--- src/design/assert_macros.svh ---
// ----------------------------------------------------------------------------
// Assertion macros
// Concurrent assertion shorthands shared by the projection oscillator RTL.
// ----------------------------------------------------------------------------
`ifndef ASSERT_MACROS_SVH
`define ASSERT_MACROS_SVH

// Same-cycle implication, disabled while reset is asserted.
`define PRJ_ASSERT_SAME(lbl, clk, rst_n, ante, cons, msg) \
	lbl: assert property (@(posedge clk) disable iff (!rst_n) (ante) |-> (cons)) \
		else $error(msg);

// Next-cycle implication, disabled while reset is asserted.
`define PRJ_ASSERT_NEXT(lbl, clk, rst_n, ante, cons, msg) \
	lbl: assert property (@(posedge clk) disable iff (!rst_n) (ante) |=> (cons)) \
		else $error(msg);

`endif

--- src/design/prjosc_pkg.sv ---
// ----------------------------------------------------------------------------
// prjosc_pkg
// Shared types, constants and tables of the projection oscillator.
// ----------------------------------------------------------------------------
package prjosc_pkg;

	localparam int MAX_WINDOW_DEF = 64;
	localparam int PRICE_BITS_DEF = 32;

	localparam int WIN_W         = 7;
	localparam int SMOOTH_W      = 11;
	localparam int WINDOW_RESET  = 10;
	localparam int SMOOTH_RESET  = 5;
	localparam int OSC_W         = 32;
	localparam int OSC_FRAC      = 16;
	localparam int OSC_SCALE     = 100;
	localparam int CFG_IDX_W     = 8;
	localparam int CFG_DATA_W    = 16;
	localparam int SLOPE_DEN_W   = 4 * WIN_W;

	localparam logic [CFG_IDX_W-1:0] REG_WINDOW = CFG_IDX_W'(0);
	localparam logic [CFG_IDX_W-1:0] REG_SMOOTH = CFG_IDX_W'(1);

	localparam logic signed [OSC_W-1:0] OSC_MAX = {1'b0, {(OSC_W-1){1'b1}}};
	localparam logic signed [OSC_W-1:0] OSC_MIN = {1'b1, {(OSC_W-1){1'b0}}};

	typedef enum logic [3:0] {
		ST_IDLE,
		ST_WSUM,
		ST_NUM1,
		ST_NUM2,
		ST_NUM3,
		ST_DIVB,
		ST_WALK,
		ST_OSC1,
		ST_OSC2,
		ST_DIVO,
		ST_EMA,
		ST_DIVE,
		ST_FINISH
	} state_t;

	typedef struct packed {
		logic busy;
		logic done;
	} div_stat_t;

	// Regression denominator n*n*(n*n-1)/12 for every window length.
	function automatic logic [SLOPE_DEN_W-1:0] slope_den(input logic [WIN_W-1:0] n);
		logic [SLOPE_DEN_W-1:0] r;
		r = '0;
		for (int k = 1; k < 2**WIN_W; k++) begin
			if (int'(n) == k) begin
				r = SLOPE_DEN_W'((k * k * (k * k - 1)) / 12);
			end
		end
		return r;
	endfunction

endpackage

--- src/design/prjosc_div.sv ---
// ----------------------------------------------------------------------------
// prjosc_div
// Unsigned restoring divider, one quotient bit per cycle.
// ----------------------------------------------------------------------------
module prjosc_div #(
	parameter int NW = 75,
	parameter int DW = 53
) (
	input  logic                  clk,
	input  logic                  arst_n,
	input  logic                  start,
	input  logic [NW-1:0]         num,
	input  logic [DW-1:0]         den,
	output logic [NW-1:0]         quot,
	output prjosc_pkg::div_stat_t stat
);
	import prjosc_pkg::*;

	localparam int CW = $clog2(NW + 1);

	logic [DW-1:0] rem_q;
	logic [DW-1:0] den_q;
	logic [NW-1:0] quo_q;
	logic [CW-1:0] cnt_q;
	logic          busy_q;
	logic          done_q;
	logic [DW:0]   trial;
	logic [DW:0]   diff;
	logic          take;

	// The shift register holds the unconsumed numerator bits on top and the
	// quotient bits collected so far below them.
	assign trial = {rem_q, quo_q[NW-1]};
	assign diff  = trial - {1'b0, den_q};
	assign take  = (trial >= {1'b0, den_q});

	always_ff @(posedge clk or negedge arst_n) begin
		if (!arst_n) begin
			busy_q <= 1'b0;
			done_q <= 1'b0;
			cnt_q  <= '0;
		end else begin
			done_q <= 1'b0;
			if (start) begin
				busy_q <= 1'b1;
				cnt_q  <= CW'(NW);
			end else if (busy_q) begin
				cnt_q <= cnt_q - 1'b1;
				if (cnt_q == CW'(1)) begin
					busy_q <= 1'b0;
					done_q <= 1'b1;
				end
			end
		end
	end

	always_ff @(posedge clk) begin
		if (start) begin
			rem_q <= '0;
			den_q <= den;
			quo_q <= num;
		end else if (busy_q) begin
			rem_q <= take ? diff[DW-1:0] : trial[DW-1:0];
			quo_q <= {quo_q[NW-2:0], take};
		end
	end

	assign quot      = quo_q;
	assign stat.busy = busy_q;
	assign stat.done = done_q;

endmodule

--- config.mk ---
export PLATFORM = sky130hd
export DESIGN_NAME = prjosc_div
export DESIGN_NICKNAME = d
export VERILOG_FILES = /design/src/design/assert_macros.svh /design/src/design/prjosc_pkg.sv /design/src/design/prjosc_div.sv
export SDC_FILE = /design/constraint.sdc
export NUM_CORES = 1
export LEC_CHECK = 0
export BUFFER_PORTS_ARGS = -buffer_cell sky130_fd_sc_hd__buf_2
export CORE_ASPECT_RATIO = 1.4
export CORE_UTILIZATION = 42
export CTS_CLUSTER_DIAMETER = 50
export CTS_CLUSTER_SIZE = 20
export DETAILED_ROUTE_END_ITERATION = 12
export HOLD_SLACK_MARGIN = 0.1
export PLACE_DENSITY_LB_ADDON = 0.2
export SLEW_MARGIN = 10
export SYNTH_ARGS = -nofsm -noshare
export SYNTH_HDL_FRONTEND = slang
export SYNTH_SLANG_ARGS = --single-unit
--- constraint.sdc ---
create_clock -name clk -period 8.8 [get_ports clk]
set_input_delay 0.44 -clock clk [delete_from_list [all_inputs] [get_ports clk]]
set_output_delay 0.44 -clock clk [all_outputs]
set_load 0.05 [all_outputs]
# After elaboration in Yosys (flattened, before gate mapping)
# Index checks and enable logic that the tools add are counted.
dict set report totals {
  word_cells 22
  input_bits 131
  out_inout_bits 77
  register_bits 190
}
dict set report op_classes {
  n_mux 11
  reduce_logical 1
  n_lt_le_gt_ge 1
  add_sub_neg 2
  n_eq_ne 1
}
# cell count
set ops {}
lappend ops {{$mux W75} 2}
lappend ops {{$ge A54 B53 Y1} 1}
lappend ops {{$mux W53} 1}
lappend ops {{$sub A53 B53 Y53} 1}
lappend ops {{$mux W7} 2}
lappend ops {{$eq A7 B1 Y1 const B} 1}
lappend ops {{$sub A7 B1 Y7 const B} 1}
lappend ops {{$mux W1} 6}
lappend ops {{$reduce_bool A2 Y1} 1}

# Depth between registers and ports, before layout
# Gate-level depths: netlist (run 1).
dict set report depth {
  ltp_word 4
  ltp_mapped 15
  ltp_nobuf 13
}

# Worst setup path after synthesis (run 1)
# No wires, ideal clock.
dict set report synth_path {
  path_type {flip-flop to flip-flop}
  from {register quo_q[74] (netlist: quot[74])}
  to {register rem_q[48]}
  synth_period_minus_slack_ps 3406
  arrival_ps 3284
  path_buffers 2
  required_time_ps 8678
  stages_incl_launch_ff 16
  setup_time_ps 122
  path_slack_ps 5394
  cell_sequence {edfxtp_1 inv_1 ha_1 inv_1 fa_1 a21oi_1 o21ai_1 a31oi_2 a211oi_2 nor4_1 o31a_2 o21ai_2 and2_1 buf_2 buf_6 a221o_1}
}
dict set report synth_between {
  elab_chain_cells 2
  word_cells_on_any_way 3
  cone_classes {add/sub (1); order compare (1); mux (1)}
}
# element line_no
set synth_lines {}
lappend synth_lines {{start, declared} prjosc_div.sv:23} ;# logic [NW-1:0] quo_q;
lappend synth_lines {{start signal, assigned} prjosc_div.sv:61} ;# quo_q <= num;
lappend synth_lines {{start signal, assigned} prjosc_div.sv:64} ;# quo_q <= {quo_q[NW-2:0], take};
lappend synth_lines {{$sub A53 B53 Y53 / $ge A54 B53 Y1 (equally long branches)} {prjosc_div.sv:34, prjosc_div.sv:35}}
lappend synth_lines {{$mux W53 (*)} prjosc_div.sv:63} ;# rem_q <= take ? diff[DW-1:0] : trial[DW-1:0];
lappend synth_lines {{end signal, assigned} prjosc_div.sv:63}
lappend synth_lines {{end, declared} prjosc_div.sv:21} ;# logic [DW-1:0] rem_q;
# Every way passes the cells marked *; elsewhere a longest branch is shown, timed or not.
# A chain may end at the register's enable or synchronous reset.

# Worst setup path after layout (run 1)
dict set report layout_path {
  from {register quo_q[74] (netlist: quot[74])}
  to {register rem_q[39]}
}
# Same word-level chain as after synthesis.

==> results of run 1 <==
report_power, final:
part | internal [W] | switching (W) | total (W)
sequential | 0.00111 | 0.0000970 | 0.00120
clock | 0.000375 | 0.000349 | 0.000724
combinational | 0.000545 | 0.000860 | 0.00140
area by class of cell:
| class | instances | area (µm²) | share of cell area |
|---|---|---|---|
| diodes | 1 | 2.50 | 0.000199 |
| clock buffers | 22 | 454 | 0.0360 |
| clock inverters | 10 | 82.6 | 0.00655 |
| inverters | 67 | 251 | 0.0200 |
| multi-input cells | 719 | 5180 | 0.411 |
| flip-flops and latches | 190 | 5130 | 0.407 |
| well taps | 319 | 399 | 0.0317 |
| repair buffers | 215 | 1100 | 0.0877 |
worst min path at each step:
stage,to,from,slack (ns),depth (start not counted)
2_1_floorplan,busy_q$_DFF_PN0_,arst_n,0.14,0
3_3_place_gp,cnt_q[1]$_DFFE_PN0P_,arst_n,0.31,1
3_5_place_dp,cnt_q[0]$_DFFE_PN0P_,arst_n,0.31,1
4_1_cts,den_q[26]$_DFFE_PP_,den[26],0.15,1
5_1_grt,den_q[6]$_DFFE_PP_,den[6],0.14,1
6_report,den_q[26]$_DFFE_PP_,den[26],0.16,1
cells by family after synthesis:
kind of cell               synth area share
DFF                                   0.475
buffers and inverters                0.0464
and+or+nand+nor                       0.110
muxes                                 0.112
AOI/OAI and AO/OA                     0.148
xor gates and xnor gates             0.0430
adders and majority gates            0.0656
flip-flops by register name, indices dropped and copies added (netlist names):
| register | cells |
|---|---|
| busy_q | 1 |
| cnt_q | 7 |
| den_q | 53 |
| done_q | 1 |
| quot | 75 |
| rem_q | 53 |
layer usage:
metal	track usage	vias to the layer above	part of all wire
li1	-	4133	-
met1	0.230	3963	0.39
met2	0.393	223	0.54
met3	0.0509	42	0.049
met4	0.0811	0	0.024
met5	0	-	0
layout by cell type (no fill, tap or decap), types with 7 or more instances in the layout:
| cell | netlist | final |
|---|---|---|
| a21o_1 | 12 | 12 |
| a21oi_1 | 73 | 73 |
| o21bai_1 | 11 | 11 |
| edfxtp_1 | 128 | 128 |
| nand3_1 | 8 | 8 |
| nand2_1 | 76 | 76 |
| a221o_1 | 15 | 15 |
| inv_1 | 67 | 66 |
| nand4_1 | 19 | 19 |
| xnor2_1 | 34 | 34 |
| o21ai_0 | 24 | 24 |
| nor2_1 | 85 | 85 |
| dfrtp_1 | 9 | 8 |
| buf_2 | 2 | 206 |
| ha_1 | 55 | 55 |
| and3_1 | 7 | 7 |
| a211oi_1 | 36 | 36 |
| o21a_1 | 8 | 8 |
| o21ai_1 | 25 | 25 |
| buf_4 | 4 | 7 |
| clkbuf_16 | 0 | 17 |
| mux2_2 | 75 | 75 |
| nand2b_1 | 7 | 7 |
| nor4_1 | 8 | 8 |
| and2_1 | 11 | 11 |
| mux2i_1 | 35 | 35 |
| xor2_1 | 19 | 19 |
| dfxtp_1 | 53 | 53 |
| nor3_1 | 10 | 10 |
| nor2b_1 | 7 | 7 |
through the flow:
stage / cells / area (µm²) / power [W]
final: 1543 / 12600 / 0.00333
after global routing: 1543 / 12600 / 0.00353
after CTS: 1542 / 12600 / 0.00335
after detailed placement: 1509 / 12100 / 0.00262
after global placement: 1509 / 12100 / 0.00261
after floorplan: 1030 / 10800 / 0.00231
==> summary.txt, run 1 <==
Route
  • Wirelength per Cell: 17.5 µm
  • Remaining antenna violation count: 0
  • 1st-pass router iterations: 8
  • Vias: 8,361
  • Vias per inst: 5.42
  • Total Wirelength: 27.0 mm
  • DRC: 0
  • Initial DRC count: 422

Synthesis
  • Area leader, netlist: edfxtp_1
  • Syn_nets: 1,217
  • Syn avg cell area: 10.5 µm²
  • FF+latch count, synth: 190
  • Synth Cell Area: 10,800 µm²
  • Most common cell in the netlist: edfxtp_1
  • Post-synthesis sequential area ratio: 0.475
  • Unique masters post-synth: 64
  • Primary FF master, synth: edfxtp_1
  • Cell count after synthesis: 1,030
  • Ys Warns: 0
  • Post-synth top cells: edfxtp_1, nor2_1, nand2_1
  • Yosys top cell area share: 0.356
  • Number of synthesized flops with an enable pin: 128
  • Synth top area cells: edfxtp_1, dfxtp_1, mux2_2, ha_1, a21oi_1
  • Post-synth ARST share: 0.0474

Setup path
  • Worst Path Buf+Inv: 3
  • Reg2reg end: rem_q[39]$_SDFFE_PP0P_
  • CP Capture Type: flip-flop
  • Worst path arrival time: 4.65 ns
  • Crit path from: quot[74]$_DFFE_PP_
  • Max incr delay on CP: 0.63 ns
  • Setup crit start kind: flip-flop
  • Cells along the critical path: inv_1, ha_1, inv_1, fa_1, a21oi_1, o21ai_1, a31oi_2, a211oi_2, nor4_1, o31a_2, o21ai_4, buf_4, and2_1, a221o_1
  • Crit Path Class: flip-flop to flip-flop
  • Max Fanout on Critical Path: 39
  • Slowest CP cell: and2_1
  • Worst reg2reg path depth: 14
  • Reg2reg start: quot[74]$_DFFE_PP_
  • R2R Setup Slk: 4.53 ns
  • Worst setup path endpoint: rem_q[39]$_SDFFE_PP0P_
  • Worst path top cell family by delay: compound AO/OA/AOI/OAI gates
  • Most Frequent Cell on Critical Path: inv_1
  • Worst path depth: 14
  • Worst path required time: 9.17 ns

Finish
  • Layout cells sized above 1: 0.270
  • Nets: 1,397
  • Synthesis-to-finish area growth: 16.7%
  • Layout Utilization: 0.498
  • # fillers: 2,397

Place
  • Buffers on Ports: 207
  • Dpl ws: 4.58 ns
  • DP Wirelength: 20.4 mm
  • Global placer's final weighted congestion: 0.926

Hold path
  • Worst hold path class: input port to flip-flop

STA
  • Final Hold Vio Count: 0
  • Fin crit share: 0.486
  • Final TNS setup: 0 ns
  • PnR worst setup slack: 4.53 ns
  • Worst Max-Slew Pin Slew: 0.976 ns
  • Tmin final: 4.27 ns
  • Hold Slack: 0.160 ns
  • Max-slew violation count: 0
  • Clk_skew: 0.0196 ns
  • Fmax achieved: 234 MHz
  • Setup Viol. Count Final: 0
  • RSZ-0062 raised after global routing: false
  • Worst slew margin: 0.349

Global route
  • Antenna violations before repair: 1
  • Global-route wire length before repair: 42.6 mm
  • Grt ovf: 0
  • Number of global-route vias before repair: 8,419
  • Pin count of the biggest net entering global routing: 76
  • GRT Util Overall: 0.213

CTS
  • Clock transition at path regs: 0.07 ns
  • Clk sinks: 190
  • Hold-fix buffers at CTS: 1
  • # H-tree levels: 4
  • CTS root buf: clkbuf_16
  • Deepest clock path buffer count: 2
  • Worst-Skew Late Latency: 0.45 ns
  • CTS resizes: 0
  • CTS buffer count: 17
  • CTS tree: yes
  • Post-CTS setup buffers: 0

Floorplanning
  • Cell Rows: 69
  • CORE AREA: 25,300 µm²
  • I/O pin cnt: 208
  • Die area: 26,400 µm²
  • Die height: 192 µm
  • Initial Util: 0.427
  • Die width: 138 µm

Pwr
  • VDD IR max: 0.153 mV
  • PD cells: 264 nW/µm²
  • Leakage: 5.32 nW

Run status
  • Status: finished, final reports clean

Job
  • Max-cap violations: 0
Power figures use the tool's default switching activity.
==> inputs of run 2 (changes only) <==
clock period = 3.85 ns   (was 8.8 ns; I/O delays follow)
==> run 2 against run 1 <==
Net effect:
- routed wire length rose by 8.0%
- die area unchanged
- largest power group unchanged
- sequential share of layout area down 4.1 points
- critical path type unchanged
- non-clock buffer count rose by 140
- largest cell class unchanged
==> summary.txt, run 2 (synthesis results as in run 1) <==
Run status
  • Status: finished, final reports clean (unchanged)

Floorplanning
  • Die area: 26,400 µm² (unchanged)
  • CORE AREA: 25,300 µm² (unchanged)
  • Die height: 192 µm (unchanged)
  • Cell Rows: 69 (unchanged)
  • Die width: 138 µm (unchanged)
  • I/O pin cnt: 208 (unchanged)
  • Initial Util: 0.427 (unchanged)

Place
  • DP Wirelength: 20.5 mm (was 20.4 mm)
  • Global placer's final weighted congestion: 0.947 (was 0.926)
  • Buffers on Ports: 207 (unchanged)
  • DP Area: 12,100 µm² (about the same)

Finish
  • # fillers: 2,253 (was 2,397)
  • Layout Utilization: 0.554 (was 0.498)
  • Finished Cell Area: 14,000 µm² (was 12,600 µm²)
  • Synthesis-to-finish area growth: 29.8% (was 16.7%)
  • Most frequent cells in the layout: buf_2, dlygate4sd3_1, edfxtp_1 (was buf_2, edfxtp_1, nor2_1)
  • Layout cells sized above 1: 0.255 (was 0.270)
  • Max reg flops: 75 (unchanged)
  • Ant. Diodes: 0 (was 1)
  • Most common cell after layout, fill and taps aside: buf_2 (unchanged)
  • Nets: 1,537 (was 1,397)

Hold path
  • Worst hold path class: input port to async pin (was input port to flip-flop)

STA
  • Fmax achieved: 276 MHz (was 234 MHz)
  • RSZ-0062 raised after global routing: false (unchanged)
  • Final TNS setup: 0 ns (unchanged)
  • Fin crit share: 0.940 (was 0.486)
  • Setup Viol. Count Final: 0 (unchanged)
  • Worst slew margin: 0.339 (was 0.349)
  • Worst Max-Slew Pin Slew: 0.991 ns (was 0.976 ns)
  • Final Hold Vio Count: 0 (unchanged)
  • Tmin final: 3.62 ns (was 4.27 ns)
  • Max-slew violation count: 0 (unchanged)
  • Clk_skew: 0.0150 ns (was 0.0196 ns)

Pwr
  • Leakage: 5.94 nW (was 5.32 nW)
  • Sequential share of power: 0.347 (was 0.361)
  • Internal cell power: 0.00485 W (was 0.00203 W)
  • Clock share of power: 0.223 (was 0.217)
  • Combinational power share: 0.430 (was 0.422)
  • VDD IR max: 0.363 mV (was 0.153 mV)
  • Sw frac: 0.390 (was 0.392)
  • P_sw: 0.00310 W (was 0.00131 W)
  • PD cells: 567 nW/µm² (was 264 nW/µm²)

Route
  • Vias per inst: 5.39 (was 5.42)
  • Remaining antenna violation count: 0 (unchanged)
  • Total Wirelength: 29.2 mm (was 27.0 mm)
  • Initial DRC count: 354 (was 422)
  • 1st-pass router iterations: 4 (was 8)
  • Wirelength per Cell: 17.4 µm (was 17.5 µm)
  • Vias: 9,067 (was 8,361)
  • DRC: 0 (unchanged)

Global route
  • GRT Util Overall: 0.231 (was 0.213)
  • Global-route wire length before repair: 46.8 mm (was 42.6 mm)
  • Antenna violations before repair: 0 (was 1)
  • Pin count of the biggest net entering global routing: 101 (was 76)
  • Number of global-route vias before repair: 9,413 (was 8,419)
  • Grt ovf: 0 (unchanged)

CTS
  • Clock transition at path regs: 0.08 ns (was 0.07 ns)
  • CTS tree: yes (unchanged)
  • Deepest clock path buffer count: 2 (unchanged)
  • CTS root buf: clkbuf_16 (unchanged)
  • CTS buffer count: 17 (unchanged)
  • # H-tree levels: 4 (unchanged)
  • Clk sinks: 190 (unchanged)
  • Worst-Skew Late Latency: 0.45 ns (about the same)

Setup path
  • Worst path required time: 4.04 ns (was 9.17 ns)
  • CP Capture Type: flip-flop (unchanged)
  • Crit Path Class: flip-flop to flip-flop (unchanged)
  • Worst path arrival time: 3.81 ns (was 4.65 ns)
  • Max Fanout on Critical Path: 9 (was 39)
  • Setup crit start kind: flip-flop (unchanged)

Job
  • Max-cap violations: 0 (unchanged)
==> run 2: cell types whose count changed in the layout (fill, tap and decap cells not counted), moves of 2 or more <==
| cell | change |
|---|---|
| clkinv_4 | -2 |
| buf_4 | +11 |
| inv_8 | +3 |
| clkinv_2 | +2 |
| dlygate4sd3_1 | +128 |
| clkbuf_1 | -4 |
==> run 2: final timing paths <==
check	from	endpoint	slack, ns	depth (start not counted)
worst min-delay path	arst_n	done_q$_DFF_PN0_	0.13	2
max in group asynchronous	arst_n	busy_q$_DFF_PN0_	3.52	2
worst min register to register	rem_q[38]$_SDFFE_PP0P_	rem_q[38]$_SDFFE_PP0P_	0.49	2
worst max-delay path	quot[74]$_DFFE_PP_	quot[0]$_DFFE_PP_	0.23	14
worst max register to register	quot[74]$_DFFE_PP_	quot[0]$_DFFE_PP_	0.23	14
min in group clk	start	cnt_q[4]$_DFFE_PN0P_	0.23	2
==> run 2: layout make-up <==
type	count	area (µm²)	share of cell area
timing repair buffer	355	2490	0.177
clock buffer	17	425	0.0303
tap	319	399	0.0285
inverter	67	251	0.0179
sequential	190	5130	0.366
multi-input combinational	719	5180	0.369
clock inverter	15	146	0.0104
==> run 2: repair_timing <==
| action | 4_1_cts | 5_1_grt |
|---|---|---|
| setup buffers | 0 | 4 |
| endpoints found under the setup margin | 0 | 27 |
| hold buffers | 129 | 0 |
| resized for setup | 0 | 1 |
| hold endpoints to repair | 137 | 0 |
==> run 2: power by group through the flow <==
stage	logic (W)	clock network [W]	registers, W
after floorplan	0.00221	0	0.00306
after global routing	0.00373	0.00190	0.00281
after detailed placement	0.00325	0	0.00280
final	0.00342	0.00177	0.00276
after global placement	0.00322	0	0.00280
after CTS	0.00337	0.00181	0.00276
==> run 2: critical path, cell delays in order, from the launching register on <==
cell and delay (ns):
edfxtp_1 0.39, inv_1 0.08, ha_1 0.16, inv_1 0.05, fa_1 0.39, a21oi_1 0.21
o21ai_1 0.17, a31oi_2 0.34, a211oi_2 0.14, nor4_1 0.43, o31a_2 0.28, o21ai_4 0.13
buf_4 0.17, buf_4 0.15, mux2_2 0.26
==> run 2: routing by layer <==
layer | global-route usage | part of all wire | vias up
li1 | - | - | 4413
met3 | 0.0472 | 0.041 | 68
met2 | 0.427 | 0.53 | 251
met4 | 0.104 | 0.035 | 0
met5 | 0 | 0 | -
met1 | 0.249 | 0.39 | 4335
==> run 2: stage by stage <==
step           setup WS [ns]  total power [W]  cells  hold WS, ns
2_1_floorplan          0.444          0.00527   1030       -0.103
3_3_place_gp           0.258          0.00601   1517       0.0602
3_5_place_dp           0.146          0.00604   1517       0.0591
4_1_cts                0.107          0.00795   1678        0.118
5_1_grt              0.00972          0.00843   1682        0.126
6_report               0.232          0.00795   1682        0.131
